--- src/sv/wig_pkg.sv ---
package wig_pkg;

  // Field widths of the request and result words
  localparam int GROUP_NUM_W  = 32;
  localparam int WAVE_IDX_W   = 4;
  localparam int GROUP_XY_W   = 16;
  localparam int COORD_W      = 32;
  localparam int LOCAL_XY_W   = 10;
  localparam int LOCAL_Z_W    = 6;
  localparam int FLAT_W       = 42;
  localparam int MASK_W       = 64;

  // Configuration register widths
  localparam int LS_XY_W      = 11;
  localparam int LS_Z_W       = 7;
  localparam int GC_W         = 16;
  localparam int CFG_DATA_W   = 16;
  localparam int CFG_INDEX_W  = 3;

  // Upper clamps of the local sizes
  localparam logic [LS_XY_W-1:0] LS_XY_MAX = 11'd1024;
  localparam logic [LS_Z_W-1:0]  LS_Z_MAX  = 7'd64;

  // Shared divider: 32-bit dividend, 16-bit divisor
  localparam int DIV_W        = 32;
  localparam int DVS_W        = 16;

  // Products: x*y local size, and full items per group
  localparam int XY_W         = 2 * LS_XY_W - 1;
  localparam int ITEMS_W      = XY_W + LS_Z_W - 1;
  localparam int MUL_A_W      = 32;
  localparam int MUL_B_W      = ITEMS_W;
  localparam int MUL_P_W      = MUL_A_W + MUL_B_W;

  // Register indexes of the configuration port
  localparam logic [CFG_INDEX_W-1:0] REG_LOCAL_SIZE_X  = 3'd0;
  localparam logic [CFG_INDEX_W-1:0] REG_LOCAL_SIZE_Y  = 3'd1;
  localparam logic [CFG_INDEX_W-1:0] REG_LOCAL_SIZE_Z  = 3'd2;
  localparam logic [CFG_INDEX_W-1:0] REG_GROUP_COUNT_X = 3'd3;
  localparam logic [CFG_INDEX_W-1:0] REG_GROUP_COUNT_Y = 3'd4;

  typedef struct packed {
    logic [GROUP_NUM_W-1:0] group_number;
    logic [WAVE_IDX_W-1:0]  wave_index;
  } wig_in_t;

  typedef struct packed {
    logic [GROUP_XY_W-1:0] group_x;
    logic [GROUP_XY_W-1:0] group_y;
    logic [COORD_W-1:0]    group_z;
    logic [LOCAL_XY_W-1:0] local_x;
    logic [LOCAL_XY_W-1:0] local_y;
    logic [LOCAL_Z_W-1:0]  local_z;
    logic [COORD_W-1:0]    global_x;
    logic [COORD_W-1:0]    global_y;
    logic [COORD_W-1:0]    global_z;
    logic [FLAT_W-1:0]     flat_global_id;
    logic [MASK_W-1:0]     lane_mask;
    logic                  last;
  } wig_out_t;

endpackage

--- src/sv/wig_div.sv ---
module wig_div (
  input  logic                     clk,
  input  logic                     rst,
  input  logic                     start,
  input  logic [wig_pkg::DIV_W-1:0] dividend,
  input  logic [wig_pkg::DVS_W-1:0] divisor,
  output logic                     done,
  output logic [wig_pkg::DIV_W-1:0] quotient,
  output logic [wig_pkg::DVS_W-1:0] remainder
);
  import wig_pkg::*;

  localparam int CNT_W = $clog2(DIV_W);
  localparam logic [CNT_W-1:0] CNT_LAST = CNT_W'(DIV_W - 1);

  logic             running;
  logic [CNT_W-1:0] cnt;
  logic [DVS_W-1:0] dvs;
  logic [DVS_W:0]   trial;
  logic             fits;

  // One restoring step: shift in the next dividend bit and try the subtract
  assign trial = {remainder, quotient[DIV_W-1]};
  assign fits  = trial >= {1'b0, dvs};

  // Sequence the 32 steps and pulse done once the result is final
  always_ff @(posedge clk) begin
    if (rst) begin
      running <= 1'b0;
      done    <= 1'b0;
      cnt     <= '0;
    end else begin
      done <= running && (cnt == CNT_LAST);
      if (start) begin
        running <= 1'b1;
        cnt     <= '0;
      end else if (running) begin
        cnt <= cnt + 1'b1;
        if (cnt == CNT_LAST) begin
          running <= 1'b0;
        end
      end
    end
  end

  // Hold partial remainder and quotient, advance one bit a cycle
  always_ff @(posedge clk) begin
    if (start) begin
      quotient  <= dividend;
      remainder <= '0;
      dvs       <= divisor;
    end else if (running) begin
      if (fits) begin
        remainder <= DVS_W'(trial - {1'b0, dvs});
      end else begin
        remainder <= trial[DVS_W-1:0];
      end
      quotient <= {quotient[DIV_W-2:0], fits};
    end
  end

endmodule

--- src/sv/workgroup_id_generator_unit.sv ---
// Work-group / work-item ID generator.
// Request channel: a word (group_number, wave_index) is taken on a clock
// edge with start high and busy low; busy stays high while the request is
// worked on. Configuration writes (cfg_we, cfg_index, cfg_data) set the
// local sizes and grid group counts; the user must make them only while
// busy is low, as the block itself does not enforce it. Result channel:
// one word per work-item of the chosen wavefront, x-fastest, each shown for
// one cycle with result_valid high; the wavefront's words come in
// consecutive cycles and the final one carries last. The receiver cannot
// stall, so words are never held back. Sharing: the group and local
// coordinates come from one shared shift-subtract divider, one quotient bit
// a cycle, used four times; one shared multiplier forms sizes and bases.
// After the divisions and the base products, one word comes out a cycle
// for each of the N work-items (N up to WAVE_SIZE).
// A request with too large a group or a wavefront past the group gives no
// word and frees busy after the size check.
// Reset: all sizes and counts return to 1, the sequencer to idle, and no
// word is shown.
module workgroup_id_generator_unit #(
  parameter int WAVE_SIZE       = 64,
  parameter int MAX_GROUP_ITEMS = 1024
) (
  input  logic                           clk,
  input  logic                           rst,
  input  logic                           start,
  output logic                           busy,
  input  wig_pkg::wig_in_t               request,
  output logic                           result_valid,
  output wig_pkg::wig_out_t              result,
  input  logic                           cfg_we,
  input  logic [wig_pkg::CFG_INDEX_W-1:0] cfg_index,
  input  logic [wig_pkg::CFG_DATA_W-1:0]  cfg_data
);
  import wig_pkg::*;

  localparam int CNT_W   = $clog2(WAVE_SIZE + 1);
  localparam int FIRST_W = WAVE_IDX_W + CNT_W;
  localparam int LID_W   = $clog2(MAX_GROUP_ITEMS);

  // Sequencer codes
  localparam logic [3:0] S_IDLE   = 4'd0;
  localparam logic [3:0] S_MXY    = 4'd1;
  localparam logic [3:0] S_MITEMS = 4'd2;
  localparam logic [3:0] S_CHECK  = 4'd3;
  localparam logic [3:0] S_DIV1   = 4'd4;
  localparam logic [3:0] S_DIV2   = 4'd5;
  localparam logic [3:0] S_DIV3   = 4'd6;
  localparam logic [3:0] S_DIV4   = 4'd7;
  localparam logic [3:0] S_MBX    = 4'd8;
  localparam logic [3:0] S_MBY    = 4'd9;
  localparam logic [3:0] S_MBZ    = 4'd10;
  localparam logic [3:0] S_MFLAT  = 4'd11;
  localparam logic [3:0] S_EMIT   = 4'd12;

  logic [3:0] state;
  logic [3:0] state_next;

  // Configuration registers
  logic [LS_XY_W-1:0] local_size_x;
  logic [LS_XY_W-1:0] local_size_y;
  logic [LS_Z_W-1:0]  local_size_z;
  logic [GC_W-1:0]    group_count_x;
  logic [GC_W-1:0]    group_count_y;

  // Effective sizes after clamping
  logic [LS_XY_W-1:0] lsx_c;
  logic [LS_XY_W-1:0] lsy_c;
  logic [LS_Z_W-1:0]  lsz_c;
  logic [GC_W-1:0]    gcx_c;
  logic [GC_W-1:0]    gcy_c;

  // Per-request working registers
  logic [GROUP_NUM_W-1:0] num;
  logic [WAVE_IDX_W-1:0]  wave;
  logic [XY_W-1:0]        xy;
  logic [ITEMS_W-1:0]     items;
  logic [GROUP_XY_W-1:0]  gx;
  logic [GROUP_XY_W-1:0]  gy;
  logic [COORD_W-1:0]     gz;
  logic [LOCAL_XY_W-1:0]  lx;
  logic [LOCAL_XY_W-1:0]  ly;
  logic [LOCAL_Z_W-1:0]   lz;
  logic [LID_W-1:0]       lid;
  logic [COORD_W-1:0]     base_x;
  logic [COORD_W-1:0]     base_y;
  logic [COORD_W-1:0]     base_z;
  logic [FLAT_W-1:0]      flat_base;
  logic [CNT_W-1:0]       remain;
  logic [MASK_W-1:0]      mask;

  logic [FIRST_W-1:0]     first;
  logic [ITEMS_W-1:0]     items_left;
  logic                   accept;
  logic                   wave_ok;

  logic [MUL_A_W-1:0] mul_a;
  logic [MUL_B_W-1:0] mul_b;
  logic [MUL_P_W-1:0] mul_p;

  logic               div_start;
  logic [DIV_W-1:0]   div_dividend;
  logic [DVS_W-1:0]   div_divisor;
  logic               div_done;
  logic [DIV_W-1:0]   div_quo;
  logic [DVS_W-1:0]   div_rem;

  logic [LS_XY_W-1:0] lx_inc;
  logic [LS_XY_W-1:0] ly_inc;
  logic               wrap_x;
  logic               wrap_y;
  logic [MASK_W-1:0]  mask_next;

  assign accept = start && !busy;
  assign busy   = state != S_IDLE;

  // Store configuration words; unknown indexes drop the write
  always_ff @(posedge clk) begin
    if (rst) begin
      local_size_x  <= LS_XY_W'(1);
      local_size_y  <= LS_XY_W'(1);
      local_size_z  <= LS_Z_W'(1);
      group_count_x <= GC_W'(1);
      group_count_y <= GC_W'(1);
    end else if (cfg_we) begin
      unique case (cfg_index)
        REG_LOCAL_SIZE_X:  local_size_x  <= cfg_data[LS_XY_W-1:0];
        REG_LOCAL_SIZE_Y:  local_size_y  <= cfg_data[LS_XY_W-1:0];
        REG_LOCAL_SIZE_Z:  local_size_z  <= cfg_data[LS_Z_W-1:0];
        REG_GROUP_COUNT_X: group_count_x <= cfg_data[GC_W-1:0];
        REG_GROUP_COUNT_Y: group_count_y <= cfg_data[GC_W-1:0];
        default: ;
      endcase
    end
  end

  // Zero acts as one; oversized local sizes saturate
  always_comb begin
    lsx_c = (local_size_x == '0) ? LS_XY_W'(1) :
            (local_size_x > LS_XY_MAX) ? LS_XY_MAX : local_size_x;
    lsy_c = (local_size_y == '0) ? LS_XY_W'(1) :
            (local_size_y > LS_XY_MAX) ? LS_XY_MAX : local_size_y;
    lsz_c = (local_size_z == '0) ? LS_Z_W'(1) :
            (local_size_z > LS_Z_MAX) ? LS_Z_MAX : local_size_z;
    gcx_c = (group_count_x == '0) ? GC_W'(1) : group_count_x;
    gcy_c = (group_count_y == '0) ? GC_W'(1) : group_count_y;
  end

  // First local index of the wavefront and how many group items lie from it on
  assign first      = FIRST_W'(wave) * FIRST_W'(WAVE_SIZE);
  assign items_left = items - ITEMS_W'(first);
  assign wave_ok    = (items <= ITEMS_W'(MAX_GROUP_ITEMS)) && (ITEMS_W'(first) < items);

  // Shared multiplier, operands picked by the sequencer
  always_comb begin
    mul_a = '0;
    mul_b = '0;
    unique case (state)
      S_MXY: begin
        mul_a = MUL_A_W'(lsx_c);
        mul_b = MUL_B_W'(lsy_c);
      end
      S_MITEMS: begin
        mul_a = MUL_A_W'(xy);
        mul_b = MUL_B_W'(lsz_c);
      end
      S_MBX: begin
        mul_a = MUL_A_W'(gx);
        mul_b = MUL_B_W'(lsx_c);
      end
      S_MBY: begin
        mul_a = MUL_A_W'(gy);
        mul_b = MUL_B_W'(lsy_c);
      end
      S_MBZ: begin
        mul_a = gz;
        mul_b = MUL_B_W'(lsz_c);
      end
      S_MFLAT: begin
        mul_a = num;
        mul_b = items;
      end
      default: ;
    endcase
  end

  assign mul_p = MUL_P_W'(mul_a) * MUL_P_W'(mul_b);

  // Divider operands: group split first, then the wavefront's first local index
  always_comb begin
    div_dividend = '0;
    div_divisor  = DVS_W'(1);
    unique case (state)
      S_CHECK: begin
        div_dividend = num;
        div_divisor  = gcx_c;
      end
      S_DIV1: begin
        div_dividend = div_quo;
        div_divisor  = gcy_c;
      end
      S_DIV2: begin
        div_dividend = DIV_W'(first);
        div_divisor  = DVS_W'(lsx_c);
      end
      S_DIV3: begin
        div_dividend = div_quo;
        div_divisor  = DVS_W'(lsy_c);
      end
      default: ;
    endcase
  end

  assign div_start = ((state == S_CHECK) && wave_ok) ||
                     (((state == S_DIV1) || (state == S_DIV2) || (state == S_DIV3)) &&
                      div_done);

  wig_div u_div (
    .clk       (clk),
    .rst       (rst),
    .start     (div_start),
    .dividend  (div_dividend),
    .divisor   (div_divisor),
    .done      (div_done),
    .quotient  (div_quo),
    .remainder (div_rem)
  );

  // Sequencer
  always_comb begin
    state_next = state;
    unique case (state)
      S_IDLE:   if (accept) state_next = S_MXY;
      S_MXY:    state_next = S_MITEMS;
      S_MITEMS: state_next = S_CHECK;
      S_CHECK:  state_next = wave_ok ? S_DIV1 : S_IDLE;
      S_DIV1:   if (div_done) state_next = S_DIV2;
      S_DIV2:   if (div_done) state_next = S_DIV3;
      S_DIV3:   if (div_done) state_next = S_DIV4;
      S_DIV4:   if (div_done) state_next = S_MBX;
      S_MBX:    state_next = S_MBY;
      S_MBY:    state_next = S_MBZ;
      S_MBZ:    state_next = S_MFLAT;
      S_MFLAT:  state_next = S_EMIT;
      S_EMIT:   if (remain == CNT_W'(1)) state_next = S_IDLE;
      default:  state_next = S_IDLE;
    endcase
  end

  always_ff @(posedge clk) begin
    if (rst) begin
      state        <= S_IDLE;
      result_valid <= 1'b0;
    end else begin
      state        <= state_next;
      result_valid <= state == S_EMIT;
    end
  end

  // Local position carries: x fastest, then y, then z
  assign lx_inc    = {1'b0, lx} + LS_XY_W'(1);
  assign ly_inc    = {1'b0, ly} + LS_XY_W'(1);
  assign wrap_x    = lx_inc == lsx_c;
  assign wrap_y    = ly_inc == lsy_c;
  assign mask_next = {mask[MASK_W-2:0], 1'b1};

  // Working registers and the result word
  always_ff @(posedge clk) begin
    unique case (state)
      S_IDLE: begin
        if (accept) begin
          num <= request.group_number;
          wave <= request.wave_index;
        end
      end
      S_MXY:    xy <= XY_W'(mul_p);
      S_MITEMS: items <= ITEMS_W'(mul_p);
      S_CHECK: begin
        mask <= '0;
        if (items_left > ITEMS_W'(WAVE_SIZE)) begin
          remain <= CNT_W'(WAVE_SIZE);
        end else begin
          remain <= CNT_W'(items_left);
        end
      end
      S_DIV1: if (div_done) gx <= div_rem;
      S_DIV2: begin
        if (div_done) begin
          gy <= div_rem;
          gz <= div_quo;
        end
      end
      S_DIV3: if (div_done) lx <= div_rem[LOCAL_XY_W-1:0];
      S_DIV4: begin
        if (div_done) begin
          ly  <= div_rem[LOCAL_XY_W-1:0];
          lz  <= div_quo[LOCAL_Z_W-1:0];
          lid <= LID_W'(first);
        end
      end
      S_MBX:   base_x <= COORD_W'(mul_p);
      S_MBY:   base_y <= COORD_W'(mul_p);
      S_MBZ:   base_z <= COORD_W'(mul_p);
      S_MFLAT: flat_base <= FLAT_W'(mul_p);
      S_EMIT: begin
        result.group_x        <= gx;
        result.group_y        <= gy;
        result.group_z        <= gz;
        result.local_x        <= lx;
        result.local_y        <= ly;
        result.local_z        <= lz;
        result.global_x       <= base_x + COORD_W'(lx);
        result.global_y       <= base_y + COORD_W'(ly);
        result.global_z       <= base_z + COORD_W'(lz);
        result.flat_global_id <= flat_base + FLAT_W'(lid);
        result.lane_mask      <= mask_next;
        result.last           <= remain == CNT_W'(1);
        mask   <= mask_next;
        remain <= remain - CNT_W'(1);
        lid    <= lid + LID_W'(1);
        // advance the local position
        if (wrap_x) begin
          lx <= '0;
          if (wrap_y) begin
            ly <= '0;
            lz <= lz + LOCAL_Z_W'(1);
          end else begin
            ly <= ly_inc[LOCAL_XY_W-1:0];
          end
        end else begin
          lx <= lx_inc[LOCAL_XY_W-1:0];
        end
      end
      default: ;
    endcase
  end

endmodule

--- config.mk ---
export PLATFORM = sky130hd
export DESIGN_NAME = workgroup_id_generator_unit
export DESIGN_NICKNAME = d
export VERILOG_FILES = /design/src/sv/wig_pkg.sv /design/src/sv/wig_div.sv /design/src/sv/workgroup_id_generator_unit.sv
export SDC_FILE = /design/constraint.sdc
export NUM_CORES = 2
export LEC_CHECK = 0
export ABC_AREA = 1
export BUFFER_PORTS_ARGS = -buffer_cell sky130_fd_sc_hd__buf_2
export CAP_MARGIN = 25
export CORE_MARGIN = 10
export CORE_UTILIZATION = 24
export CTS_CLUSTER_DIAMETER = 100
export DETAILED_ROUTE_END_ITERATION = 10
export GPL_ROUTABILITY_DRIVEN = 0
export PLACE_DENSITY = 0.51
export RECOVER_POWER = 25
export SLEW_MARGIN = 40
export SYNTH_ARGS = -nofsm -noshare
export SYNTH_HDL_FRONTEND = slang
export SYNTH_SLANG_ARGS = --single-unit
--- constraint.sdc ---
create_clock -name clk -period 10.2 [get_ports clk]
set_clock_uncertainty 0.1 [all_clocks]
set_input_delay 1.02 -clock clk [delete_from_list [all_inputs] [get_ports clk]]
set_output_delay 1.02 -clock clk [all_outputs]
set_load 0.05 [all_outputs]
==> flow_summary.html <==
<table>
<tr><th>Metric</th><th>Value</th></tr>
<tr><th colspan="2">Cells and area</th></tr>
<tr><td>Final cell utilization of the core</td><td>28.1%</td></tr>
<tr><td>Share of cells above drive strength 1</td><td>10.8%</td></tr>
<tr><td>Area Overhead vs Synth</td><td>16.2%</td></tr>
<tr><td>Number of nets in the finished design</td><td>6,966</td></tr>
<tr><td>Non-filler cells, final</td><td>9,324</td></tr>
<tr><td>Fin area</td><td>66,200 um^2</td></tr>
<tr><th colspan="2">Timing</th></tr>
<tr><td>Hold violation count in the final report</td><td>0</td></tr>
<tr><td>Final total negative setup slack</td><td>0 ns</td></tr>
<tr><td>Min cycle time layout</td><td>9.44 ns</td></tr>
<tr><td>Setup slack after layout</td><td>0.764 ns</td></tr>
<tr><td>Unrepaired setup endpoints after global routing</td><td>false</td></tr>
<tr><td>Total of endpoints with negative setup slack in the final report</td><td>0</td></tr>
<tr><td>Slew HR</td><td>-64.0%</td></tr>
<tr><td>Slew at the pin with the worst max-slew slack</td><td>2.46 ns</td></tr>
<tr><td>Crit share post-route</td><td>92.5%</td></tr>
<tr><td>Final Max Tran Viols</td><td>88</td></tr>
<tr><td>Achievable clock frequency</td><td>106 MHz</td></tr>
<tr><th colspan="2">Logic synthesis</th></tr>
<tr><td>Post-Syn Area per Cell</td><td>9.92 um^2</td></tr>
<tr><td>Synth Flop Type</td><td>sky130_fd_sc_hd__edfxtp_1</td></tr>
<tr><td>Fraction of the yosys area taken by sequential cells</td><td>41.7%</td></tr>
<tr><td>Top-area cell type share of the netlist area</td><td>38.6%</td></tr>
<tr><td>Cell area after synthesis</td><td>57,000 um^2</td></tr>
<tr><td>Most frequent cell after synthesis</td><td>sky130_fd_sc_hd__inv_1</td></tr>
<tr><td>Post-Syn Nets</td><td>6,613</td></tr>
<tr><td>Post-synth EDFFs</td><td>732</td></tr>
<tr><td>Cell accounting for the most synthesized area</td><td>sky130_fd_sc_hd__edfxtp_1</td></tr>
<tr><td>Yosys warns</td><td>0</td></tr>
<tr><td>Proportion of synthesized flip-flops having asynchronous set or reset</td><td>0%</td></tr>
<tr><td>Cell count after synthesis</td><td>5,744</td></tr>
<tr><td>Most common library cells after synthesis</td><td>1,204 x sky130_fd_sc_hd__inv_1, 1,199 x sky130_fd_sc_hd__nand2_1, 732 x sky130_fd_sc_hd__edfxtp_1, 622 x sky130_fd_sc_hd__fa_1, 448 x sky130_fd_sc_hd__nor2_1</td></tr>
<tr><td>Flop and latch count out of synthesis</td><td>821</td></tr>
<tr><td>Unique cell type count in the Yosys netlist</td><td>58</td></tr>
<tr><td>Top area cells in the synthesized netlist</td><td>sky130_fd_sc_hd__edfxtp_1 39%, sky130_fd_sc_hd__fa_1 22%, sky130_fd_sc_hd__inv_1 7.9%</td></tr>
<tr><th colspan="2">Drt</th></tr>
<tr><td>Routed wire length on met3</td><td>15.3 mm</td></tr>
<tr><td>Via density per instance</td><td>4.42</td></tr>
<tr><td>Routed Antenna Nets</td><td>0</td></tr>
<tr><td>Routed metal-1 wirelength</td><td>80.8 mm</td></tr>
<tr><td>Total iterations of the first detailed-routing run</td><td>6</td></tr>
<tr><td>DRC errors left</td><td>0</td></tr>
<tr><td>Total Wirelength</td><td>185 mm</td></tr>
<tr><td>Starting DRT DRC Count</td><td>3,630</td></tr>
<tr><td>Average detailed-routed wire length per instance</td><td>19.8 um</td></tr>
<tr><td>Detailed-route via count</td><td>41,200</td></tr>
<tr><td>Total met2 wirelength after detailed routing</td><td>82.9 mm</td></tr>
<tr><td>Top routing layer used</td><td>met5</td></tr>
<tr><th colspan="2">Setup path</th></tr>
<tr><td>Path type of the worst setup path</td><td>reg2reg</td></tr>
<tr><td>Crit path max fanout</td><td>17</td></tr>
<tr><td>Cell at the slowest stage of the critical path</td><td>sky130_fd_sc_hd__nand2_1</td></tr>
<tr><td>Startpoint type of the worst setup path</td><td>register</td></tr>
<tr><td>Worst stage delay on the critical path</td><td>0.58 ns</td></tr>
<tr><td>Crit path required time</td><td>10.57 ns</td></tr>
<tr><td>Cell repeated most along the worst path</td><td>sky130_fd_sc_hd__inv_1</td></tr>
<tr><td>Setup crit end kind</td><td>register</td></tr>
<tr><td>Endpoint arrival time on the critical path</td><td>9.80 ns</td></tr>
<tr><th colspan="2">Clock tree</th></tr>
<tr><td>Clock edge transition at the registers on the reported setup and hold paths</td><td>0.06 ns</td></tr>
<tr><td>Number of H-tree branching levels</td><td>3</td></tr>
<tr><td>Num Clock Sinks</td><td>821</td></tr>
<tr><td>Root buf cell</td><td>sky130_fd_sc_hd__clkbuf_16</td></tr>
<tr><td>Number of buffers inserted to repair setup after CTS</td><td>0</td></tr>
<tr><td>CTS Buf Count</td><td>89</td></tr>
<tr><td>Cts-stage hold buffer count</td><td>0</td></tr>
<tr><td>Number of gates resized after CTS</td><td>0</td></tr>
<tr><td>Number of buffers between clock root and the deepest sink</td><td>3</td></tr>
<tr><td>CTS tree</td><td>built</td></tr>
<tr><td>Clock latency on the worst-skew pair</td><td>0.73 ns</td></tr>
<tr><th colspan="2">Global routing</th></tr>
<tr><td>Wire length of the first global-routing pass</td><td>275 mm</td></tr>
<tr><td>Global-route total usage across every layer</td><td>14.0%</td></tr>
<tr><td>Sum of overflow across all layers after global routing</td><td>0</td></tr>
<tr><td>Pin count of the biggest net entering global routing</td><td>100</td></tr>
<tr><td>Antenna violations before repair</td><td>7</td></tr>
<tr><td>Via count of the first global-routing pass</td><td>42,000</td></tr>
<tr><th colspan="2">Floorplanning</th></tr>
<tr><td>Starting Density</td><td>24.2%</td></tr>
<tr><td>Number of ports placed on the die boundary</td><td>354</td></tr>
<tr><td>Vertical die dimension</td><td>507 um</td></tr>
<tr><td>Total die area</td><td>257,000 um^2</td></tr>
<tr><td>Core Box Area</td><td>236,000 um^2</td></tr>
<tr><td>Standard-cell row count</td><td>178</td></tr>
<tr><td>Horizontal die dimension</td><td>507 um</td></tr>
<tr><th colspan="2">Place</th></tr>
<tr><td>Pre-CTS setup slack</td><td>0.784 ns</td></tr>
<tr><td>Placed standard-cell area</td><td>63,000 um^2</td></tr>
<tr><td>Placed Instances</td><td>9,154</td></tr>
<tr><td>Placed wire-length estimate</td><td>150 mm</td></tr>
<tr><td>Count of input and output buffers</td><td>352</td></tr>
<tr><th colspan="2">Min path</th></tr>
<tr><td>Hold Path Class</td><td>reg2reg</td></tr>
<tr><th colspan="2">Outcome</th></tr>
<tr><td>Failing checks</td><td>capacitance limit, slew limit</td></tr>
<tr><td>Status</td><td>complete, but fails checks</td></tr>
<tr><th colspan="2">Pwr</th></tr>
<tr><td>Pwr/cell area</td><td>129 nW/um^2</td></tr>
<tr><td>Static leakage power</td><td>28.9 nW</td></tr>
<tr><td>Worst ir drop on vdd</td><td>0.130 mV</td></tr>
<tr><th colspan="2">Run</th></tr>
<tr><td>Number of maximum-capacitance constraint violations</td><td>3</td></tr>
</table>
[metrics by stage]
step           hold WS (ns)  power [mW]
2_1_floorplan         0.300        4.59
3_3_place_gp          0.304        5.14
3_5_place_dp          0.306        5.16
4_1_cts               0.308        8.60
5_1_grt               0.314        8.82
6_report              0.298        8.53
[worst max-delay path: cells and delay by family (launching register included)]
family / cells / cell delay, ns
AND/OR/NAND/NOR: 8 / 2.00
adder cells (fa/ha/maj): 8 / 3.90
flip-flops: 1 / 0.46
buffers and inverters: 12 / 1.44
AO/OA/AOI/OAI: 4 / 0.87
XOR/XNOR: 1 / 0.44
[cells in the final DEF (no fill, tap or decap), types with 147 or more instances in the layout]
master                     netlist  final
sky130_fd_sc_hd__inv_1        1204   1204
sky130_fd_sc_hd__nand2_1      1199   1197
sky130_fd_sc_hd__edfxtp_1      732    732
sky130_fd_sc_hd__fa_1          622    622
sky130_fd_sc_hd__nor2_1        448    442
sky130_fd_sc_hd__buf_2          21    349
sky130_fd_sc_hd__ha_1          188    188
sky130_fd_sc_hd__o21ai_0       178    178
sky130_fd_sc_hd__xor2_1        171    159
sky130_fd_sc_hd__a21oi_1       153    153
sky130_fd_sc_hd__nand3_1       148    147
[power by group]
group	internal, mW	switching, mW	total (mW)
Combinational	0.224	0.882	1.11
Sequential	3.85	0.154	4.01
Clock	1.98	1.44	3.42
[state kept, by name, indices dropped and copies added (netlist names), 11 cells and up]
register and count:
u_div.quotient 32, local_size_x 11, gx 16, base_x 32
gy 16, base_y 32, group_count_x 16, flat_base 42
local_size_y 11, base_z 32, result 292, group_count_y 16
u_div.remainder 16, num 32, items 27, mask 63
u_div.dvs 16, gz 32, xy 21
[path summary, 6_finish.rpt]
kind	startpoint	endpoint	slack [ns]	cells past startpoint
max	state[2]	flat_base[28]	0.76	33
min	u_div.quotient[6]	gz[6]	0.30	0
max reg2reg	state[2]	flat_base[28]	0.76	33
min reg2reg	u_div.quotient[6]	gz[6]	0.30	0
[layer usage]
layer | track usage [%] | up-vias
met2 | 22.3 | 1642
met3 | 3.00 | 290
li1 | - | 18600
met1 | 19.0 | 20700
met5 | 0 | -
met4 | 4.37 | 6
[layout make-up]
cell class	instances	area, um^2
Fill cell	24900	169000
Multi-Input combinational cell	3528	28300
Sequential cell	821	23800
Inverter	1218	4570
Tap cell	3150	3940
Timing Repair Buffer	439	2490
Clock buffer	108	2390
Clock inverter	58	744
Antenna cell	2	5.00
[cell families after synthesis]
| group | after synthesis | synth area share (%) |
|---|---|---|
| simple gates | 2016 | 14.6 |
| buf+inv | 1395 | 9.29 |
| flops | 821 | 41.7 |
| fa+ha+maj | 810 | 26.0 |
| compound gates | 462 | 4.73 |
| xor+xnor | 239 | 3.68 |
| other cells | 1 | 0.00658 |
(Power assumes the default switching activity.)
